--- src/sv/assert_macros.svh ---
// ----------------------------------------------------------------------------
// Assertion macros
// Shared concurrent assertion forms for the character LCD nibble writer.
// ----------------------------------------------------------------------------
`ifndef ASSERT_MACROS_SVH
`define ASSERT_MACROS_SVH

// The consequent must hold in the same cycle as the antecedent.
`define ASSERT_IMPLIES(label, clk, rst_n, ante, cons) \
    label: assert property (@(posedge clk) disable iff (!rst_n) (ante) |-> (cons)) \
        else $error("assertion failed: same-cycle implication violated");

// The consequent must hold in the cycle after the antecedent.
`define ASSERT_NEXT(label, clk, rst_n, ante, cons) \
    label: assert property (@(posedge clk) disable iff (!rst_n) (ante) |=> (cons)) \
        else $error("assertion failed: next-cycle implication violated");

`endif

--- src/sv/clnw_pkg.sv ---
// ----------------------------------------------------------------------------
// clnw_pkg
// Types, constants and the strobe decoder shared by the LCD nibble writer.
// ----------------------------------------------------------------------------
package clnw_pkg;

    // Command codes of the request channel.
    localparam logic [1:0] CMD_INIT  = 2'd0;
    localparam logic [1:0] CMD_INSTR = 2'd1;
    localparam logic [1:0] CMD_CHAR  = 2'd2;
    localparam logic [1:0] CMD_ROW   = 2'd3;

    // Job kinds held in the queue.
    localparam logic JOB_BYTE = 1'b0;
    localparam logic JOB_INIT = 1'b1;

    // Register select levels.
    localparam logic RS_INSTR = 1'b0;
    localparam logic RS_DATA  = 1'b1;

    // Fixed instruction bytes.
    localparam logic [7:0] INSTR_SET_8BIT = 8'h30;
    localparam logic [7:0] INSTR_SET_4BIT = 8'h20;
    localparam logic [7:0] INSTR_CLEAR    = 8'h01;
    localparam logic [7:0] INSTR_ROW1     = 8'h80;
    localparam logic [7:0] INSTR_ROW2     = 8'hC0;

    localparam logic [7:0] ROW_ONE = 8'd1;
    localparam logic [7:0] ROW_TWO = 8'd2;

    // Wait times in milliseconds.
    localparam logic [5:0] POWER_ON_WAIT_MS = 6'd40;
    localparam logic [2:0] WAIT_AFTER_SET   = 3'd5;
    localparam logic [2:0] WAIT_AFTER_CLEAR = 3'd2;

    // Init sequence layout: nine bytes, eighteen strobes.
    localparam logic [3:0] IDX_SET_LAST  = 4'd2;
    localparam logic [3:0] IDX_CLEAR     = 4'd7;
    localparam logic [4:0] INIT_LAST_STEP = 5'd17;

    // Configuration reset values.
    localparam logic [7:0] RST_FUNC_SET  = 8'h28;
    localparam logic [7:0] RST_DISP_CTRL = 8'h0E;
    localparam logic [7:0] RST_ENTRY     = 8'h06;
    localparam logic [3:0] RST_MAX_CHARS = 4'd8;

    localparam int DEF_QUEUE_DEPTH = 2;

    typedef struct packed {
        logic [7:0] func_set;
        logic [7:0] disp_ctrl;
        logic [7:0] entry_mode;
        logic [3:0] max_chars;
    } t_cfg;

    typedef struct packed {
        logic       kind;
        logic       rs;
        logic [7:0] data;
    } t_job;

    typedef struct packed {
        logic [3:0] nibble;
        logic       rs;
        logic [5:0] wait_before;
        logic [2:0] wait_after;
        logic       last;
    } t_strobe;

    // Byte sent at position idx of the init sequence.
    function automatic logic [7:0] init_byte(input logic [3:0] idx, input t_cfg cfg);
        logic [7:0] b;
        unique case (idx) inside
            4'd0, 4'd1, 4'd2: b = INSTR_SET_8BIT;
            4'd3:             b = INSTR_SET_4BIT;
            4'd4, 4'd5:       b = cfg.func_set;
            4'd6:             b = cfg.disp_ctrl;
            4'd7:             b = INSTR_CLEAR;
            4'd8:             b = cfg.entry_mode;
            default:          b = 8'h00;
        endcase
        return b;
    endfunction

    // Strobe number step of a job.
    function automatic t_strobe make_strobe(input t_job job, input logic [4:0] step,
                                            input t_cfg cfg);
        t_strobe    s;
        logic [7:0] b;
        logic [3:0] idx;
        idx           = step[4:1];
        s.wait_before = '0;
        s.wait_after  = '0;
        if (job.kind == JOB_INIT) begin
            b    = init_byte(idx, cfg);
            s.rs = RS_INSTR;
            if (step == 5'd0) begin
                s.wait_before = POWER_ON_WAIT_MS;
            end
            if (step[0] && (idx <= IDX_SET_LAST)) begin
                s.wait_after = WAIT_AFTER_SET;
            end else if (step[0] && (idx == IDX_CLEAR)) begin
                s.wait_after = WAIT_AFTER_CLEAR;
            end
            s.last = (step == INIT_LAST_STEP);
        end else begin
            b      = job.data;
            s.rs   = job.rs;
            s.last = step[0];
        end
        s.nibble = step[0] ? b[3:0] : b[7:4];
        return s;
    endfunction

endpackage

--- src/sv/clnw_front.sv ---
// ----------------------------------------------------------------------------
// clnw_front
// Accepts commands, tracks string state and queues byte or init jobs.
// ----------------------------------------------------------------------------
module clnw_front (
    input  logic            i_clk,
    input  logic            i_rst_n,
    input  logic            i_valid,
    output logic            o_ready,
    input  logic [1:0]      i_cmd,
    input  logic [7:0]      i_value,
    input  logic            i_starts_string,
    input  clnw_pkg::t_cfg  i_cfg,
    input  logic            i_full,
    output logic            o_push,
    output clnw_pkg::t_job  o_job
);
    import clnw_pkg::*;

    logic [3:0] r_chars;
    logic       r_ended;
    logic [3:0] n_chars;
    logic       n_ended;
    logic [3:0] w_chars;
    logic       w_ended;
    logic       w_open;
    logic       w_want;
    logic       w_accept;

    assign o_ready  = !i_full;
    assign w_accept = i_valid && o_ready;

    always_comb begin
        // A new string restarts the count before the limit check.
        w_chars = i_starts_string ? 4'd0 : r_chars;
        w_ended = i_starts_string ? 1'b0 : r_ended;
        w_open  = !w_ended && (w_chars < i_cfg.max_chars);
        n_chars = r_chars;
        n_ended = r_ended;
        w_want  = 1'b0;
        o_job   = '{kind: JOB_BYTE, rs: RS_INSTR, data: i_value};
        unique case (i_cmd)
            CMD_INIT: begin
                w_want     = 1'b1;
                o_job.kind = JOB_INIT;
            end
            CMD_INSTR: begin
                w_want = 1'b1;
            end
            CMD_CHAR: begin
                o_job.rs = RS_DATA;
                n_chars  = w_chars;
                n_ended  = w_ended;
                if (w_open && (i_value == 8'h00)) begin
                    n_ended = 1'b1;
                end else if (w_open) begin
                    w_want  = 1'b1;
                    n_chars = w_chars + 4'd1;
                end
            end
            CMD_ROW: begin
                if (i_value == ROW_ONE) begin
                    w_want     = 1'b1;
                    o_job.data = INSTR_ROW1;
                end else if (i_value == ROW_TWO) begin
                    w_want     = 1'b1;
                    o_job.data = INSTR_ROW2;
                end
            end
            default: begin
                w_want = 1'b0;
            end
        endcase
        o_push = w_accept && w_want;
    end

    always_ff @(posedge i_clk) begin
        if (!i_rst_n) begin
            r_chars <= 4'd0;
            r_ended <= 1'b0;
        end else if (w_accept) begin
            r_chars <= n_chars;
            r_ended <= n_ended;
        end
    end

endmodule

--- src/sv/clnw_fifo.sv ---
// ----------------------------------------------------------------------------
// clnw_fifo
// Small register queue between the command front and the strobe back end.
// ----------------------------------------------------------------------------
`include "assert_macros.svh"

module clnw_fifo #(
    parameter int WIDTH = 10,
    parameter int DEPTH = 2
) (
    input  logic             i_clk,
    input  logic             i_rst_n,
    input  logic             i_push,
    input  logic [WIDTH-1:0] i_data,
    input  logic             i_pop,
    output logic [WIDTH-1:0] o_head,
    output logic             o_full,
    output logic             o_empty
);
    localparam int AW = (DEPTH > 1) ? $clog2(DEPTH) : 1;
    localparam int CW = $clog2(DEPTH + 1);
    localparam logic [AW-1:0] PTR_LAST = AW'(DEPTH - 1);
    localparam logic [CW-1:0] CNT_FULL = CW'(DEPTH);

    logic [WIDTH-1:0] r_mem [DEPTH];
    logic [AW-1:0]    r_wr;
    logic [AW-1:0]    r_rd;
    logic [CW-1:0]    r_count;

    assign o_head  = r_mem[r_rd];
    assign o_full  = (r_count == CNT_FULL);
    assign o_empty = (r_count == '0);

    always_ff @(posedge i_clk) begin
        if (!i_rst_n) begin
            r_wr    <= '0;
            r_rd    <= '0;
            r_count <= '0;
        end else begin
            if (i_push) begin
                r_wr <= (r_wr == PTR_LAST) ? '0 : r_wr + AW'(1);
            end
            if (i_pop) begin
                r_rd <= (r_rd == PTR_LAST) ? '0 : r_rd + AW'(1);
            end
            if (i_push && !i_pop) begin
                r_count <= r_count + CW'(1);
            end else if (!i_push && i_pop) begin
                r_count <= r_count - CW'(1);
            end
        end
    end

    always_ff @(posedge i_clk) begin
        if (i_push) begin
            r_mem[r_wr] <= i_data;
        end
    end

    `ASSERT_IMPLIES(a_no_overflow, i_clk, i_rst_n, i_push, !o_full)
    `ASSERT_IMPLIES(a_no_underflow, i_clk, i_rst_n, i_pop, !o_empty)

endmodule

--- src/sv/clnw_back.sv ---
// ----------------------------------------------------------------------------
// clnw_back
// Steps through queued jobs and registers one nibble strobe per cycle while the receiver is ready.
// ----------------------------------------------------------------------------
`include "assert_macros.svh"

module clnw_back (
    input  logic              i_clk,
    input  logic              i_rst_n,
    input  clnw_pkg::t_cfg    i_cfg,
    input  clnw_pkg::t_job    i_head,
    input  logic              i_empty,
    output logic              o_pop,
    output logic              o_valid,
    input  logic              i_ready,
    output clnw_pkg::t_strobe o_strobe
);
    import clnw_pkg::*;

    logic           r_valid;
    logic           r_busy;
    t_job           r_job;
    logic [4:0]     r_step;
    t_strobe        r_strobe;
    logic [4:0]     n_step;
    logic           w_adv;
    logic           w_have;
    t_job           w_job;
    logic [4:0]     w_step;
    t_strobe        w_strobe;

    always_comb begin
        w_adv    = !r_valid || i_ready;
        w_have   = r_busy || !i_empty;
        // An idle back end starts the head job at once.
        w_job    = r_busy ? r_job : i_head;
        w_step   = r_busy ? r_step : 5'd0;
        w_strobe = make_strobe(w_job, w_step, i_cfg);
        n_step   = w_step + 5'd1;
        o_pop    = w_adv && !r_busy && !i_empty;
    end

    always_ff @(posedge i_clk) begin
        if (!i_rst_n) begin
            r_valid <= 1'b0;
            r_busy  <= 1'b0;
        end else if (w_adv) begin
            r_valid <= w_have;
            if (w_have) begin
                r_busy <= !w_strobe.last;
            end
        end
    end

    always_ff @(posedge i_clk) begin
        if (w_adv && w_have) begin
            r_strobe <= w_strobe;
            r_job    <= w_job;
            r_step   <= n_step;
        end
    end

    assign o_valid  = r_valid;
    assign o_strobe = r_strobe;

    `ASSERT_IMPLIES(a_step_in_range, i_clk, i_rst_n, r_busy, r_step <= INIT_LAST_STEP)
    `ASSERT_IMPLIES(a_byte_second_half, i_clk, i_rst_n,
        r_busy && (r_job.kind == JOB_BYTE), r_step == 5'd1)
    `ASSERT_NEXT(a_busy_shows_strobe, i_clk, i_rst_n, r_busy, r_valid)

endmodule

--- src/sv/char_lcd_nibble_writer.sv ---
// ----------------------------------------------------------------------------
// char_lcd_nibble_writer
// Character LCD command sequencer producing 4-bit bus nibble strobes.
// ----------------------------------------------------------------------------
// Usage: commands arrive on the request channel (i_in_valid / o_in_ready) as
// cmd, value and starts_string. Strobes leave on the result channel
// (o_out_valid / i_out_ready), each with a nibble, register select, waits in
// milliseconds and a last flag on the final strobe of a request.
// An instruction byte, string character or cursor row yields two strobes, an
// init request yields eighteen, and dropped characters or invalid rows yield
// none. A request is taken into a queue of QUEUE_DEPTH entries on the edge it
// is accepted; the back end then pops it from the queue and registers its
// first strobe in its output register. The back end emits one strobe per
// cycle while the receiver is ready, walking each job with its strobe step
// counter, and takes the next queued job once the last strobe of the current
// one is registered. Requests keep being accepted
// until the queue is full. When the receiver stalls, the output register holds
// its strobe and the queue fills, after which o_in_ready drops.
// Reset (synchronous, active low) empties the queue and output register,
// clears the string state and loads the default configuration words.
// Configuration is an APB-style port with registers at byte offsets 0, 4, 8
// and 12; pready is always high.
// ----------------------------------------------------------------------------
module char_lcd_nibble_writer #(
    parameter int QUEUE_DEPTH = clnw_pkg::DEF_QUEUE_DEPTH
) (
    input  logic        i_clk,
    input  logic        i_rst_n,
    // Request channel.
    input  logic        i_in_valid,
    output logic        o_in_ready,
    input  logic [1:0]  i_cmd,
    input  logic [7:0]  i_value,
    input  logic        i_starts_string,
    // Result channel.
    output logic        o_out_valid,
    input  logic        i_out_ready,
    output logic [3:0]  o_nibble,
    output logic        o_register_select,
    output logic [5:0]  o_wait_before_ms,
    output logic [2:0]  o_wait_after_ms,
    output logic        o_last,
    // Configuration port.
    input  logic        psel,
    input  logic        penable,
    input  logic        pwrite,
    input  logic [3:0]  paddr,
    input  logic [31:0] pwdata,
    output logic [31:0] prdata,
    output logic        pready
);
    import clnw_pkg::*;

    // Register indexes, taken from the word address.
    localparam logic [1:0] REG_FUNC_SET  = 2'd0;
    localparam logic [1:0] REG_DISP_CTRL = 2'd1;
    localparam logic [1:0] REG_ENTRY     = 2'd2;
    localparam logic [1:0] REG_MAX_CHARS = 2'd3;

    t_cfg       r_cfg;
    logic       w_wr;
    logic [1:0] w_reg;
    logic       w_full;
    logic       w_empty;
    logic       w_push;
    logic       w_pop;
    t_job       w_job_in;
    t_job       w_head;
    t_strobe    w_strobe;

    // Register file. Writes land on the access phase of an APB write.
    assign pready = 1'b1;
    assign w_wr   = psel && penable && pwrite;
    assign w_reg  = paddr[3:2];

    always_ff @(posedge i_clk) begin
        if (!i_rst_n) begin
            r_cfg.func_set   <= RST_FUNC_SET;
            r_cfg.disp_ctrl  <= RST_DISP_CTRL;
            r_cfg.entry_mode <= RST_ENTRY;
            r_cfg.max_chars  <= RST_MAX_CHARS;
        end else if (w_wr) begin
            unique case (w_reg)
                REG_FUNC_SET:  r_cfg.func_set   <= pwdata[7:0];
                REG_DISP_CTRL: r_cfg.disp_ctrl  <= pwdata[7:0];
                REG_ENTRY:     r_cfg.entry_mode <= pwdata[7:0];
                REG_MAX_CHARS: r_cfg.max_chars  <= pwdata[3:0];
                default:       r_cfg            <= r_cfg;
            endcase
        end
    end

    always_comb begin
        unique case (w_reg)
            REG_FUNC_SET:  prdata = {24'd0, r_cfg.func_set};
            REG_DISP_CTRL: prdata = {24'd0, r_cfg.disp_ctrl};
            REG_ENTRY:     prdata = {24'd0, r_cfg.entry_mode};
            REG_MAX_CHARS: prdata = {28'd0, r_cfg.max_chars};
            default:       prdata = 32'd0;
        endcase
    end

    // The front end classifies each request and updates the string state;
    // only requests that produce strobes enter the queue.
    clnw_front u_front (
        .i_clk           (i_clk),
        .i_rst_n         (i_rst_n),
        .i_valid         (i_in_valid),
        .o_ready         (o_in_ready),
        .i_cmd           (i_cmd),
        .i_value         (i_value),
        .i_starts_string (i_starts_string),
        .i_cfg           (r_cfg),
        .i_full          (w_full),
        .o_push          (w_push),
        .o_job           (w_job_in)
    );

    clnw_fifo #(
        .WIDTH ($bits(t_job)),
        .DEPTH (QUEUE_DEPTH)
    ) u_fifo (
        .i_clk   (i_clk),
        .i_rst_n (i_rst_n),
        .i_push  (w_push),
        .i_data  (w_job_in),
        .i_pop   (w_pop),
        .o_head  (w_head),
        .o_full  (w_full),
        .o_empty (w_empty)
    );

    // The back end walks each job one strobe per cycle, while the receiver is
    // ready, into its output register; a stall blocks the front once the queue fills.
    clnw_back u_back (
        .i_clk    (i_clk),
        .i_rst_n  (i_rst_n),
        .i_cfg    (r_cfg),
        .i_head   (w_head),
        .i_empty  (w_empty),
        .o_pop    (w_pop),
        .o_valid  (o_out_valid),
        .i_ready  (i_out_ready),
        .o_strobe (w_strobe)
    );

    assign o_nibble          = w_strobe.nibble;
    assign o_register_select = w_strobe.rs;
    assign o_wait_before_ms  = w_strobe.wait_before;
    assign o_wait_after_ms   = w_strobe.wait_after;
    assign o_last            = w_strobe.last;

endmodule

--- config.mk ---
export PLATFORM = sky130hd
export DESIGN_NAME = char_lcd_nibble_writer
export DESIGN_NICKNAME = d
export VERILOG_FILES = /design/src/sv/clnw_pkg.sv /design/src/sv/clnw_front.sv /design/src/sv/clnw_fifo.sv /design/src/sv/clnw_back.sv /design/src/sv/char_lcd_nibble_writer.sv
export VERILOG_INCLUDE_DIRS = /design/src /design/src/sv
export SDC_FILE = /design/constraint.sdc
export NUM_CORES = 1
export LEC_CHECK = 0
export ABC_AREA = 0
export BUFFER_PORTS_ARGS = -buffer_cell sky130_fd_sc_hd__buf_2
export CORE_ASPECT_RATIO = 0.75
export CORE_UTILIZATION = 58
export DETAILED_ROUTE_END_ITERATION = 7
export HOLD_SLACK_MARGIN = 0.02
export PLACE_DENSITY = 0.95
export RECOVER_POWER = 100
export SYNTH_ARGS = -nofsm -noshare
export SYNTH_HDL_FRONTEND = slang
export SYNTH_SLANG_ARGS = --single-unit
--- constraint.sdc ---
create_clock -name i_clk -period 6.4 [get_ports i_clk]
set_clock_uncertainty 0.2 [all_clocks]
set_input_delay 1.28 -clock i_clk [delete_from_list [all_inputs] [get_ports i_clk]]
set_output_delay 1.28 -clock i_clk [all_outputs]
set_load 0.03 [all_outputs]
==> results of run 1 <==
## metal layers
layer / share of wire (%) / vias to the layer above
met3: 4.6 / 11
met2: 49 / 90
met4: 1.3 / 0
met1: 45 / 1429
met5: 0 / -
li1: - / 1463
## cell families (layout without fill, tap and decap cells)
kind of cell | Yosys count | after routing
buffers and inverters | 60 | 74
muxes | 48 | 48
DFF | 84 | 84
other | 2 | 29
xor gates and xnor gates | 8 | 8
AOI/OAI and AO/OA | 67 | 67
adders and majority gates | 7 | 7
and+or+nand+nor | 129 | 129
## through the flow
stage          power (mW)  std cells  util [%]
6_report             1.71        544      64.9
2_1_floorplan        1.27        432         -
3_3_place_gp         1.37        528      63.4
5_1_grt              1.80        544      64.9
4_1_cts              1.73        544      65.9
3_5_place_dp         1.40        528      63.4
## synthesized netlist by cell type (3+ instances only)
master / number / share of area (%)
sky130_fd_sc_hd__edfxtp_1: 44 / 31
sky130_fd_sc_hd__mux2i_1: 44 / 10
sky130_fd_sc_hd__dfxtp_1: 40 / 19
sky130_fd_sc_hd__nor2_1: 40 / 3.5
sky130_fd_sc_hd__nand2_1: 39 / 3.4
sky130_fd_sc_hd__buf_4: 32 / 5.7
sky130_fd_sc_hd__o21ai_0: 20 / 2.4
sky130_fd_sc_hd__clkbuf_1: 18 / 1.6
sky130_fd_sc_hd__a21oi_1: 15 / 1.8
sky130_fd_sc_hd__nand3_1: 9 / 1.1
sky130_fd_sc_hd__nor2b_1: 8 / 1.2
sky130_fd_sc_hd__ha_1: 7 / 2.1
sky130_fd_sc_hd__inv_1: 7 / 0.62
sky130_fd_sc_hd__xor2_1: 6 / 1.2
sky130_fd_sc_hd__a222oi_1: 5 / 1.2
sky130_fd_sc_hd__nor3b_1: 5 / 0.88
sky130_fd_sc_hd__a31oi_1: 4 / 0.59
sky130_fd_sc_hd__mux4_2: 4 / 2.1
sky130_fd_sc_hd__nand2b_1: 4 / 0.59
sky130_fd_sc_hd__o22ai_1: 4 / 0.59
sky130_fd_sc_hd__a311o_1: 3 / 0.71
sky130_fd_sc_hd__and3_1: 3 / 0.44
sky130_fd_sc_hd__nand3b_1: 3 / 0.53
sky130_fd_sc_hd__or3_1: 3 / 0.44
## state kept, by name, summed over array words and instances, names as in the netlist, named ones only
signal	flops
r_cfg	28
u_back.o_strobe	9
u_back.o_valid	1
u_back.r_busy	1
u_back.r_job	10
u_back.r_step	5
u_fifo.r_count	2
u_fifo.r_mem	20
u_fifo.r_rd	1
u_fifo.r_wr	1
u_front.r_chars	4
u_front.r_ended	1
## how the worst max path moves through the flow
| stage | depth (start not counted) | endpoint |
|---|---|---|
| finish | 9 | u_fifo.r_mem[0][2] |
| global route | 9 | u_fifo.r_mem[0][3] |
| CTS | 8 | u_fifo.r_mem[0][5] |
| detailed placement | 8 | u_fifo.r_mem[0][2] |
| global placement | 8 | u_fifo.r_mem[0][2] |
| floorplan | 3 | prdata[4] |
## power by group
part,switching (mW),internal (mW),total [mW],leakage (nW)
clock,0.193,0.142,0.335,0.0798
sequential,0.108,0.741,0.849,0.746
combinational,0.363,0.165,0.528,0.885
## worst register-to-register path, delay by kind of cell, from the launching register on
| family | cells | cell delay, ns |
|---|---|---|
| simple gates | 3 | 1.09 |
| fa+ha+maj | 1 | 0.28 |
| flops | 1 | 0.32 |
| compound gates | 3 | 1.39 |
## area by class of cell
cell class	count	share of cell area (%)
clock buffer	9	2.74
clock inverter	7	1.11
inverter	8	0.665
multi-input combinational	288	41.1
sequential	84	47.0
tap	98	2.72
timing repair buffer	50	4.66
==> impl_metrics.xml, run 1 <==
<?xml version="1.0" encoding="UTF-8"?>
<metrics>
  <group name="critical_path">
    <metric name="critical_path_peak_fanout" unit="">10</metric>
    <metric name="timing.critical_path.slowest_stage_cell" unit="">sky130_fd_sc_hd__nor2b_1</metric>
    <metric name="worst_setup_path_startpoint" unit="">i_starts_string</metric>
    <metric name="timing.critical_path.slowest_cell_delay" unit="ns">0.73</metric>
    <metric name="timing.critical_path.arrival" unit="ns">4.40</metric>
    <metric name="reg2regPathDepth" unit="">7</metric>
    <metric name="crit-reg2reg-capture" unit="">u_fifo.r_mem[0][2]</metric>
    <metric name="timing_worst_setup_path_type" unit="">in -&gt; reg</metric>
    <metric name="timing.rr.start" unit="">u_front.r_chars[1]</metric>
    <metric name="crit_path_end_kind" unit="">register</metric>
    <metric name="worstPathRequired" unit="ns">6.19</metric>
    <metric name="sum_of_buffers_and_inverters_on_the_critical_path" unit="">1</metric>
    <metric name="r2r_setup_slack" unit="ns">2.75</metric>
    <metric name="critPathMostFrequentCell" unit="">sky130_fd_sc_hd__nor2b_1</metric>
    <metric name="timing.critical_path.cells" unit="">clkbuf_1 &gt; nor2b_1 &gt; ha_1 &gt; nand2b_1 &gt; o22a_1 &gt; a311oi_1 &gt; nand2_2 &gt; a21boi_0 &gt; nor2b_1</metric>
    <metric name="critPathLaunchType" unit="">primary input</metric>
    <metric name="critPathTopFamily" unit="">compound AO/OA/AOI/OAI gates</metric>
  </group>
  <group name="placement">
    <metric name="place_area" unit="um^2">4420</metric>
    <metric name="place_worst_setup_slack" unit="ns">2.15</metric>
    <metric name="dp_hpwl" unit="um">5920</metric>
    <metric name="port_buffers" unit="">48</metric>
    <metric name="gp_congestion" unit="">0.892</metric>
  </group>
  <group name="sta">
    <metric name="worst_slew_pin_slew" unit="ns">1.34</metric>
    <metric name="totalNegativeSetupSlack" unit="ns">0</metric>
    <metric name="final.period_utilization" unit="%">72.0</metric>
    <metric name="timing_hold_violations_final" unit="">0</metric>
    <metric name="setup_viol_count_final" unit="">0</metric>
    <metric name="final_period_minus_worst_setup_slack" unit="ns">4.61</metric>
    <metric name="finalMaxSlewViolations" unit="">0</metric>
    <metric name="fmax" unit="MHz">217</metric>
    <metric name="hold_slack" unit="ns">0.275</metric>
    <metric name="fin_ws" unit="ns">1.79</metric>
    <metric name="rsz0062_at_grt" unit="">no</metric>
    <metric name="worst_case_headroom_to_the_max_slew_limit" unit="%">10.5</metric>
  </group>
  <group name="synth">
    <metric name="synth_xor_area_share" unit="%">1.65</metric>
    <metric name="synth_seq_area_share" unit="%">49.9</metric>
    <metric name="synth-warning-count" unit="">0</metric>
    <metric name="synth-main-ff-cell" unit="">sky130_fd_sc_hd__edfxtp_1</metric>
    <metric name="async_reset_ff_share" unit="%">0</metric>
    <metric name="synth.lib_cells_used.distinct" unit="">54</metric>
    <metric name="syn_avg_cell_area" unit="um^2">10.5</metric>
    <metric name="post_synth_inst_count" unit="">405</metric>
    <metric name="synthMuxAreaShare" unit="%">12.5</metric>
    <metric name="simple_gate_area_share_of_the_yosys_netlist" unit="%">15.0</metric>
    <metric name="adder_cell_share_of_the_synthesized_area" unit="%">2.06</metric>
    <metric name="synthesis.area" unit="um^2">4250</metric>
    <metric name="largest_family_of_logic_cells_by_synthesized_area" unit="">simple AND/OR/NAND/NOR gates</metric>
    <metric name="ys_ff_latch" unit="">84</metric>
    <metric name="synth_compound_area_share" unit="%">10.6</metric>
    <metric name="synth_edf_count" unit="">44</metric>
  </group>
  <group name="finish">
    <metric name="fillCellCount" unit="">594</metric>
    <metric name="sequential_cell_area" unit="um^2">2120</metric>
    <metric name="syn_to_final_growth" unit="%">6.24</metric>
    <metric name="final_net_count" unit="">502</metric>
    <metric name="mostFrequentLayoutCells" unit="">sky130_fd_sc_hd__mux2i_1 (44), sky130_fd_sc_hd__edfxtp_1 (44), sky130_fd_sc_hd__nor2_1 (40), sky130_fd_sc_hd__dfxtp_1 (40), sky130_fd_sc_hd__nand2_1 (39)</metric>
    <metric name="antennaDiodeCount" unit="">0</metric>
    <metric name="layout-drive-gt1-share" unit="%">9.87</metric>
    <metric name="multi_input_comb_area" unit="um^2">1860</metric>
    <metric name="postLayoutCellArea" unit="um^2">4520</metric>
  </group>
  <group name="min_path">
    <metric name="holdCritStartpoint" unit="">u_front.r_chars[1]</metric>
    <metric name="min_path_type" unit="">reg -&gt; reg</metric>
    <metric name="hold-path-endpoint" unit="">u_front.r_chars[1]</metric>
    <metric name="worst_hold_path.num_cells" unit="">2</metric>
  </group>
  <group name="clock_network">
    <metric name="worstSkewPairLatency" unit="ns">0.35</metric>
    <metric name="ctsLongestPathBuffers" unit="">2</metric>
    <metric name="path_clk_slew" unit="ns">0.08</metric>
    <metric name="cts_resized" unit="">0</metric>
    <metric name="post-cts-setup-buffers" unit="">0</metric>
    <metric name="cts_tree" unit="">done</metric>
    <metric name="cts-hold-fix-buffers" unit="">0</metric>
    <metric name="numCtsBuffers" unit="">9</metric>
    <metric name="h_tree_depth" unit="">3</metric>
    <metric name="numClockSinks" unit="">84</metric>
    <metric name="cts_root_buf" unit="">sky130_fd_sc_hd__clkbuf_8</metric>
  </group>
  <group name="run_status">
    <metric name="run_status" unit="">finished clean</metric>
  </group>
  <group name="grt">
    <metric name="globalRoute.totalOverflow" unit="">0</metric>
    <metric name="grt-busiest-layer" unit="">met2</metric>
    <metric name="groute.layer.met2.usage" unit="%">35.2</metric>
    <metric name="antenna_found_initial" unit="">0</metric>
    <metric name="use_met1" unit="%">29.9</metric>
    <metric name="global_route.usage.total" unit="%">22.1</metric>
    <metric name="globalRouteMet3Util" unit="%">4.68</metric>
    <metric name="grt_max_degree" unit="">34</metric>
    <metric name="vias_in_the_first_global_route" unit="">2693</metric>
    <metric name="grt_pass1_wl" unit="um">13000</metric>
  </group>
  <group name="floorplanning">
    <metric name="fp-row-count" unit="">26</metric>
    <metric name="fp.dieW" unit="um">101</metric>
    <metric name="die-height" unit="um">76.1</metric>
    <metric name="floorplan.io_pins" unit="">104</metric>
    <metric name="core_area" unit="um^2">6960</metric>
    <metric name="floorplan.die_area" unit="um^2">7680</metric>
    <metric name="start_util" unit="%">61.1</metric>
  </group>
  <group name="route">
    <metric name="drt-vias-per-instance" unit="">5.50</metric>
    <metric name="wirelength" unit="um">8250</metric>
    <metric name="postRouteAntennaNets" unit="">0</metric>
    <metric name="routedWlPerCell" unit="um">15.2</metric>
    <metric name="detailedRoute.firstIterationViolations" unit="">224</metric>
    <metric name="drt_pre_antenna_iters" unit="">5</metric>
    <metric name="drc_violation_count_after_routing" unit="">0</metric>
    <metric name="detailroute.via_count" unit="">2993</metric>
  </group>
  <group name="pwr">
    <metric name="power.ir.vdd_worst" unit="uV">175</metric>
    <metric name="cellLeakagePower" unit="nW">1.71</metric>
    <metric name="power-per-cell-area" unit="nW/um^2">379</metric>
  </group>
  <group name="job">
    <metric name="maxCapViolCount" unit="">0</metric>
  </group>
</metrics>
Note: power is estimated with default switching activity, not from simulation.
==> inputs of run 2 (changes only) <==
ABC_AREA = 1   (was 0)
CORE_UTILIZATION = 48   (was 58)
PLACE_DENSITY = 0.86   (was 0.95)
clock period = 4.2 ns   (was 6.4 ns; I/O delays follow)
==> impl_metrics.xml, run 2 <==
<?xml version="1.0" encoding="UTF-8"?>
<metrics>
  <group name="finish">
    <metric name="biggestRegsByFlops" unit="">r_cfg: 28 flops, u_fifo.r_mem: 20 flops, u_back.r_job: 10 flops</metric>
    <metric name="final_net_count" unit="">623</metric>
    <metric name="syn_to_final_growth" unit="%">10.4</metric>
    <metric name="sequential_cell_area" unit="um^2">2120</metric>
    <metric name="multi_input_comb_area" unit="um^2">1730</metric>
    <metric name="antennaDiodeCount" unit="">0</metric>
    <metric name="final_common_cell" unit="">sky130_fd_sc_hd__nand2_1</metric>
    <metric name="finish.cell_count_without_fillers" unit="">675</metric>
    <metric name="fillCellCount" unit="">798</metric>
    <metric name="largest_register_ff_count" unit="">28</metric>
    <metric name="largest_register" unit="">r_cfg</metric>
    <metric name="mostFrequentLayoutCells" unit="">sky130_fd_sc_hd__nand2_1 (110), sky130_fd_sc_hd__nor2_1 (80), sky130_fd_sc_hd__inv_1 (49)</metric>
    <metric name="layout-drive-gt1-share" unit="%">8.47</metric>
  </group>
  <group name="synth">
    <metric name="synthMuxAreaShare" unit="%">0</metric>
    <metric name="synth.lib_cells_used.distinct" unit="">39</metric>
    <metric name="synth_compound_area_share" unit="%">12.2</metric>
    <metric name="synth_xor_area_share" unit="%">0.613</metric>
    <metric name="post_synth_inst_count" unit="">518</metric>
    <metric name="simple_gate_area_share_of_the_yosys_netlist" unit="%">23.7</metric>
    <metric name="synth_edf_count" unit="">44</metric>
    <metric name="synth_area_leaders" unit="">sky130_fd_sc_hd__edfxtp_1 (31%), sky130_fd_sc_hd__dfxtp_1 (19%), sky130_fd_sc_hd__nand2_1 (9.5%)</metric>
    <metric name="syn_avg_cell_area" unit="um^2">8.28</metric>
    <metric name="adder_cell_share_of_the_synthesized_area" unit="%">2.04</metric>
    <metric name="synthesis.area" unit="um^2">4290</metric>
    <metric name="top_cell_types_by_occurrence_after_synthesis" unit="">sky130_fd_sc_hd__nand2_1 (109), sky130_fd_sc_hd__nor2_1 (75), sky130_fd_sc_hd__inv_1 (48), sky130_fd_sc_hd__edfxtp_1 (44), sky130_fd_sc_hd__dfxtp_1 (40)</metric>
    <metric name="synth-warning-count" unit="">0</metric>
    <metric name="post-synth-top-area-fraction" unit="%">30.8</metric>
    <metric name="synth-main-ff-cell" unit="">sky130_fd_sc_hd__edfxtp_1</metric>
    <metric name="ys_ff_latch" unit="">84</metric>
    <metric name="synth_seq_area_share" unit="%">49.5</metric>
    <metric name="synth_largest_area_cell" unit="">sky130_fd_sc_hd__edfxtp_1</metric>
    <metric name="synth_most_common_cell" unit="">sky130_fd_sc_hd__nand2_1</metric>
    <metric name="largest_family_of_logic_cells_by_synthesized_area" unit="">simple AND/OR/NAND/NOR gates</metric>
    <metric name="async_reset_ff_share" unit="%">0</metric>
  </group>
  <group name="min_path">
    <metric name="min_path_type" unit="">reg -&gt; reg</metric>
    <metric name="holdCritStartpoint" unit="">u_front.r_ended</metric>
  </group>
  <group name="floorplanning">
    <metric name="fp.dieW" unit="um">111</metric>
    <metric name="floorplan.io_pins" unit="">104</metric>
    <metric name="fp-row-count" unit="">29</metric>
    <metric name="floorplan.die_area" unit="um^2">9320</metric>
    <metric name="core_area" unit="um^2">8560</metric>
    <metric name="die-height" unit="um">83.9</metric>
    <metric name="start_util" unit="%">50.1</metric>
  </group>
  <group name="clock_network">
    <metric name="cts-hold-fix-buffers" unit="">0</metric>
    <metric name="numClockSinks" unit="">84</metric>
    <metric name="h_tree_depth" unit="">3</metric>
    <metric name="path_clk_slew" unit="ns">0.06</metric>
    <metric name="cts_resized" unit="">0</metric>
    <metric name="numCtsBuffers" unit="">9</metric>
    <metric name="post-cts-setup-buffers" unit="">0</metric>
    <metric name="cts_tree" unit="">done</metric>
    <metric name="worstSkewPairLatency" unit="ns">0.35</metric>
    <metric name="ctsLongestPathBuffers" unit="">2</metric>
    <metric name="cts_root_buf" unit="">sky130_fd_sc_hd__clkbuf_16</metric>
  </group>
  <group name="critical_path">
    <metric name="timing.critical_path.arrival" unit="ns">3.20</metric>
    <metric name="worst_setup_path_startpoint" unit="">u_back.r_busy</metric>
    <metric name="timing.critical_path.cells" unit="">clkinvlp_2 &gt; a21oi_2 &gt; clkbuf_1</metric>
    <metric name="critPathLaunchType" unit="">register</metric>
    <metric name="timing.rr.start" unit="">u_back.r_busy</metric>
    <metric name="worstPathRequired" unit="ns">3.97</metric>
    <metric name="critical_path_peak_fanout" unit="">16</metric>
    <metric name="crit_path_end_kind" unit="">register</metric>
    <metric name="timing_worst_setup_path_type" unit="">reg -&gt; reg</metric>
    <metric name="timing.critical_path.slowest_cell_delay" unit="ns">0.81</metric>
    <metric name="timing.critical_path.slowest_stage_cell" unit="">sky130_fd_sc_hd__a21oi_2</metric>
  </group>
  <group name="route">
    <metric name="postRouteAntennaNets" unit="">0</metric>
    <metric name="drc_violation_count_after_routing" unit="">4</metric>
    <metric name="drt-vias-per-instance" unit="">5.37</metric>
    <metric name="routedWlPerCell" unit="um">14.1</metric>
    <metric name="wirelength" unit="um">9550</metric>
    <metric name="drt_pre_antenna_iters" unit="">7</metric>
    <metric name="detailroute.via_count" unit="">3623</metric>
    <metric name="detailedRoute.firstIterationViolations" unit="">399</metric>
  </group>
  <group name="sta">
    <metric name="hold_slack" unit="ns">0.288</metric>
    <metric name="final_period_minus_worst_setup_slack" unit="ns">3.42</metric>
    <metric name="final.period_utilization" unit="%">81.5</metric>
    <metric name="finalMaxSlewViolations" unit="">0</metric>
    <metric name="fmax" unit="MHz">292</metric>
    <metric name="timing_hold_violations_final" unit="">0</metric>
    <metric name="totalNegativeSetupSlack" unit="ns">0</metric>
    <metric name="rsz0062_at_grt" unit="">no</metric>
    <metric name="fin_ws" unit="ns">0.777</metric>
    <metric name="setup_viol_count_final" unit="">0</metric>
    <metric name="worst_slew_pin_slew" unit="ns">0.902</metric>
    <metric name="worst_case_headroom_to_the_max_slew_limit" unit="%">39.6</metric>
  </group>
  <group name="placement">
    <metric name="placed_cells_incl_taps" unit="">659</metric>
    <metric name="dp_hpwl" unit="um">6860</metric>
    <metric name="gp_congestion" unit="">0.918</metric>
    <metric name="place_worst_setup_slack" unit="ns">0.876</metric>
    <metric name="port_buffers" unit="">48</metric>
  </group>
  <group name="grt">
    <metric name="globalRoute.totalOverflow" unit="">0</metric>
    <metric name="antenna_found_initial" unit="">0</metric>
    <metric name="grt_pass1_wl" unit="um">15500</metric>
    <metric name="grt_max_degree" unit="">36</metric>
    <metric name="vias_in_the_first_global_route" unit="">3278</metric>
    <metric name="global_route.usage.total" unit="%">21.2</metric>
  </group>
  <group name="job">
    <metric name="maxCapViolCount" unit="">0</metric>
  </group>
  <group name="run_status">
    <metric name="run_status" unit="">complete, but fails checks</metric>
    <metric name="violations" unit="">DRC</metric>
  </group>
  <group name="pwr">
    <metric name="power-per-cell-area" unit="nW/um^2">649</metric>
    <metric name="cellLeakagePower" unit="nW">2.06</metric>
    <metric name="power.ir.vdd_worst" unit="uV">285</metric>
  </group>
</metrics>
-- run 2: cell count changes after synthesis, moves of 8 or more --
cell and change:
sky130_fd_sc_hd__mux2i_1 -44, sky130_fd_sc_hd__nor2_1 +35, sky130_fd_sc_hd__nand2_1 +70, sky130_fd_sc_hd__nor2b_1 -8, sky130_fd_sc_hd__inv_1 +41, sky130_fd_sc_hd__a21oi_1 +21, sky130_fd_sc_hd__nand3_1 +15, sky130_fd_sc_hd__o21ai_0 +14
sky130_fd_sc_hd__o211ai_1 +9, sky130_fd_sc_hd__clkbuf_1 -11
-- run 2: stage by stage --
stage          util [%]  power [mW]  area, um^2
2_1_floorplan         -        1.98        4390
3_3_place_gp       52.3        2.16        4480
3_5_place_dp       52.3        2.20        4480
4_1_cts            56.3        3.11        4820
5_1_grt            55.3        3.22        4740
6_report           55.3        3.07        4740
-- run 2: critical path, delay by kind of cell, from the launching register on --
family	cells	cell delay [ns]
buffers and inverters	2	1.26
flip-flops	1	0.77
AO/OA/AOI/OAI	1	0.81
-- run 2: per-layer routing --
| layer | vias to the layer above | GRT usage [%] | routed length (um) |
|---|---|---|---|
| li1 | 1728 | - | - |
| met1 | 1708 | 29.2 | 4210 |
| met2 | 171 | 31.7 | 4440 |
| met3 | 16 | 5.16 | 754 |
| met4 | 0 | 9.83 | 144 |
| met5 | - | 0 | 0 |
-- run 2: cell type report --
cell class | count | area share, %
clock buffer | 9 | 4.76
clock inverter | 7 | 2.43
inverter | 54 | 4.31
multi-input combinational | 364 | 36.5
sequential | 84 | 44.8
tap | 108 | 2.85
timing repair buffer | 49 | 4.39
-- run 2: cell families (layout without fill, tap and decap cells) --
logic type / count (synthesis) / in the layout
AND/OR/NAND/NOR: 236 / 236
buffers and inverters: 97 / 119
AO/OA/AOI/OAI: 89 / 89
flip-flops: 84 / 84
adder cells (fa/ha/maj): 7 / 7
XOR/XNOR: 3 / 3
other: 2 / 29
-- run 2: where the power goes --
part | total (mW) | internal [mW] | switching, mW
combinational | 0.924 | 0.231 | 0.693
sequential | 1.25 | 1.14 | 0.111
clock | 0.901 | 0.579 | 0.322
-- run 2: final timing paths --
kind                                       endpoint  slack, ns  cells after the start
worst min register to register      u_front.r_ended       0.29                      2
worst min-delay path                u_front.r_ended       0.29                      2
worst max register to register  u_back.o_strobe[10]       0.78                      3
worst max-delay path            u_back.o_strobe[10]       0.78                      3
==> inputs of run 3 (changes only) <==
CORE_UTILIZATION = 54   (was 48)
PLACE_DENSITY = 0.9   (was 0.86)
clock period = 3.16 ns   (was 4.2 ns; I/O delays follow)
==> impl_metrics.xml, run 3 (synthesized netlist as in run 2, its figures left out) <==
<?xml version="1.0" encoding="UTF-8"?>
<metrics>
  <group name="min_path">
    <metric name="holdCritStartpoint" unit="">r_cfg[20]</metric>
    <metric name="min_path_type" unit="">reg -&gt; reg</metric>
    <metric name="hold-path-endpoint" unit="">r_cfg[20]</metric>
    <metric name="worst_hold_path.num_cells" unit="">2</metric>
  </group>
  <group name="route">
    <metric name="postRouteAntennaNets" unit="">0</metric>
    <metric name="drt_pre_antenna_iters" unit="">7</metric>
    <metric name="wirelength" unit="um">9470</metric>
    <metric name="routedWlPerCell" unit="um">14.1</metric>
    <metric name="drc_violation_count_after_routing" unit="">0</metric>
    <metric name="detailedRoute.firstIterationViolations" unit="">353</metric>
    <metric name="detailroute.via_count" unit="">3521</metric>
    <metric name="drt-vias-per-instance" unit="">5.25</metric>
  </group>
  <group name="finish">
    <metric name="mostFrequentLayoutCells" unit="">sky130_fd_sc_hd__nand2_1 (110), sky130_fd_sc_hd__nor2_1 (80), sky130_fd_sc_hd__inv_1 (49)</metric>
    <metric name="largest_register" unit="">r_cfg</metric>
    <metric name="postLayoutCellArea" unit="um^2">4560</metric>
    <metric name="largest_register_ff_count" unit="">28</metric>
    <metric name="final_net_count" unit="">626</metric>
    <metric name="syn_to_final_growth" unit="%">6.27</metric>
    <metric name="layout-drive-gt1-share" unit="%">8.07</metric>
    <metric name="antennaDiodeCount" unit="">0</metric>
    <metric name="biggestRegsByFlops" unit="">r_cfg: 28 flops, u_fifo.r_mem: 20 flops, u_back.r_job: 10 flops</metric>
    <metric name="final_common_cell" unit="">sky130_fd_sc_hd__nand2_1</metric>
  </group>
  <group name="floorplanning">
    <metric name="core_area" unit="um^2">7500</metric>
    <metric name="fp.dieW" unit="um">105</metric>
    <metric name="floorplan.die_area" unit="um^2">8300</metric>
    <metric name="fp-row-count" unit="">27</metric>
    <metric name="die-height" unit="um">79.2</metric>
    <metric name="start_util" unit="%">57.2</metric>
    <metric name="floorplan.io_pins" unit="">104</metric>
  </group>
  <group name="clock_network">
    <metric name="ctsLongestPathBuffers" unit="">2</metric>
    <metric name="numCtsBuffers" unit="">9</metric>
    <metric name="worstSkewPairLatency" unit="ns">0.35</metric>
    <metric name="cts_root_buf" unit="">sky130_fd_sc_hd__clkbuf_8</metric>
    <metric name="path_clk_slew" unit="ns">0.08</metric>
    <metric name="cts_resized" unit="">0</metric>
    <metric name="h_tree_depth" unit="">3</metric>
    <metric name="post-cts-setup-buffers" unit="">0</metric>
    <metric name="cts_tree" unit="">done</metric>
    <metric name="numClockSinks" unit="">84</metric>
    <metric name="cts-hold-fix-buffers" unit="">0</metric>
  </group>
  <group name="sta">
    <metric name="finalMaxSlewViolations" unit="">0</metric>
    <metric name="timing_hold_violations_final" unit="">0</metric>
    <metric name="setup_viol_count_final" unit="">0</metric>
    <metric name="final_period_minus_worst_setup_slack" unit="ns">2.86</metric>
    <metric name="totalNegativeSetupSlack" unit="ns">0</metric>
    <metric name="worst_slew_pin_slew" unit="ns">0.743</metric>
    <metric name="rsz0062_at_grt" unit="">no</metric>
    <metric name="final.period_utilization" unit="%">90.6</metric>
    <metric name="worst_case_headroom_to_the_max_slew_limit" unit="%">50.4</metric>
    <metric name="fin_ws" unit="ns">0.298</metric>
    <metric name="fmax" unit="MHz">349</metric>
  </group>
  <group name="critical_path">
    <metric name="reg2regPathDepth" unit="">11</metric>
    <metric name="worstPathRequired" unit="ns">2.33</metric>
    <metric name="timing_worst_setup_path_type" unit="">in -&gt; out</metric>
    <metric name="critPathLaunchType" unit="">primary input</metric>
    <metric name="r2r_setup_slack" unit="ns">0.51</metric>
    <metric name="timing.rr.start" unit="">u_front.r_chars[1]</metric>
    <metric name="crit_path_end_kind" unit="">primary output</metric>
    <metric name="crit-reg2reg-capture" unit="">u_fifo.r_mem[0][3]</metric>
    <metric name="critical_path_peak_fanout" unit="">8</metric>
    <metric name="timing.critical_path.arrival" unit="ns">2.03</metric>
  </group>
  <group name="grt">
    <metric name="grt_max_degree" unit="">36</metric>
    <metric name="antenna_found_initial" unit="">0</metric>
    <metric name="global_route.usage.total" unit="%">24.3</metric>
    <metric name="grt_pass1_wl" unit="um">15500</metric>
    <metric name="vias_in_the_first_global_route" unit="">3336</metric>
    <metric name="globalRoute.totalOverflow" unit="">0</metric>
  </group>
  <group name="run_status">
    <metric name="run_status" unit="">finished clean</metric>
  </group>
  <group name="job">
    <metric name="maxCapViolCount" unit="">0</metric>
  </group>
  <group name="placement">
    <metric name="gp_congestion" unit="">0.881</metric>
    <metric name="dp_hpwl" unit="um">7070</metric>
    <metric name="place_worst_setup_slack" unit="ns">0.228</metric>
    <metric name="place_area" unit="um^2">4490</metric>
    <metric name="port_buffers" unit="">48</metric>
  </group>
  <group name="pwr">
    <metric name="report.power.total" unit="mW">3.53</metric>
    <metric name="cellLeakagePower" unit="nW">1.98</metric>
    <metric name="power.ir.vdd_worst" unit="uV">517</metric>
    <metric name="power-per-cell-area" unit="nW/um^2">774</metric>
  </group>
</metrics>
[run 3: layer usage]
metal  routed length (um)  track usage (%)  vias up
met4                  110             8.03        0
li1                     -                -     1743
met3                  701             5.75       11
met2                 4410             40.2      167
met5                    0                0        -
met1                 4250             31.5     1600
[run 3: critical path: stages]
cell,delay (ns)
sky130_fd_sc_hd__clkbuf_1,0.15
sky130_fd_sc_hd__inv_1,0.07
sky130_fd_sc_hd__nor2_1,0.49
sky130_fd_sc_hd__inv_1,0.13
sky130_fd_sc_hd__o2111ai_1,0.22
sky130_fd_sc_hd__clkbuf_1,0.33
[run 3: cell type report]
| cell class | instances | area, um^2 |
|---|---|---|
| fillers | 675 | 2940 |
| flip-flops and latches | 84 | 2120 |
| multi-input cells | 364 | 1720 |
| repair buffers | 52 | 223 |
| inverters | 54 | 205 |
| well taps | 101 | 126 |
| clock buffers | 9 | 124 |
| clock inverters | 7 | 33.8 |
[run 3: stage by stage]
step | hold slack, ns | util, % | std cells
finish | 0.291 | 60.8 | 671
floorplan | 0.238 | - | 545
detailed placement | 0.276 | 59.9 | 655
global route | 0.290 | 60.8 | 671
global placement | 0.264 | 59.9 | 655
CTS | 0.269 | 62.0 | 671
[run 3: how the worst max path moves through the flow]
stage | from | to | slack (ns) | depth (start not counted)
floorplan | i_out_ready | u_back.o_strobe[0] | 0.59 | 2
global placement | i_starts_string | u_fifo.r_count[1] | 0.38 | 15
detailed placement | i_starts_string | u_fifo.r_count[1] | 0.23 | 15
CTS | i_starts_string | u_fifo.r_count[1] | 0.60 | 15
global route | paddr[2] | prdata[0] | 0.23 | 6
finish | paddr[2] | prdata[0] | 0.30 | 6
[run 3: where the power goes]
| group | internal, mW | switching [mW] | leakage, nW |
|---|---|---|---|
| sequential | 1.51 | 0.148 | 0.748 |
| clock | 0.272 | 0.364 | 0.0775 |
| combinational | 0.315 | 0.916 | 1.16 |
| total | 2.10 | 1.43 | 1.98 |
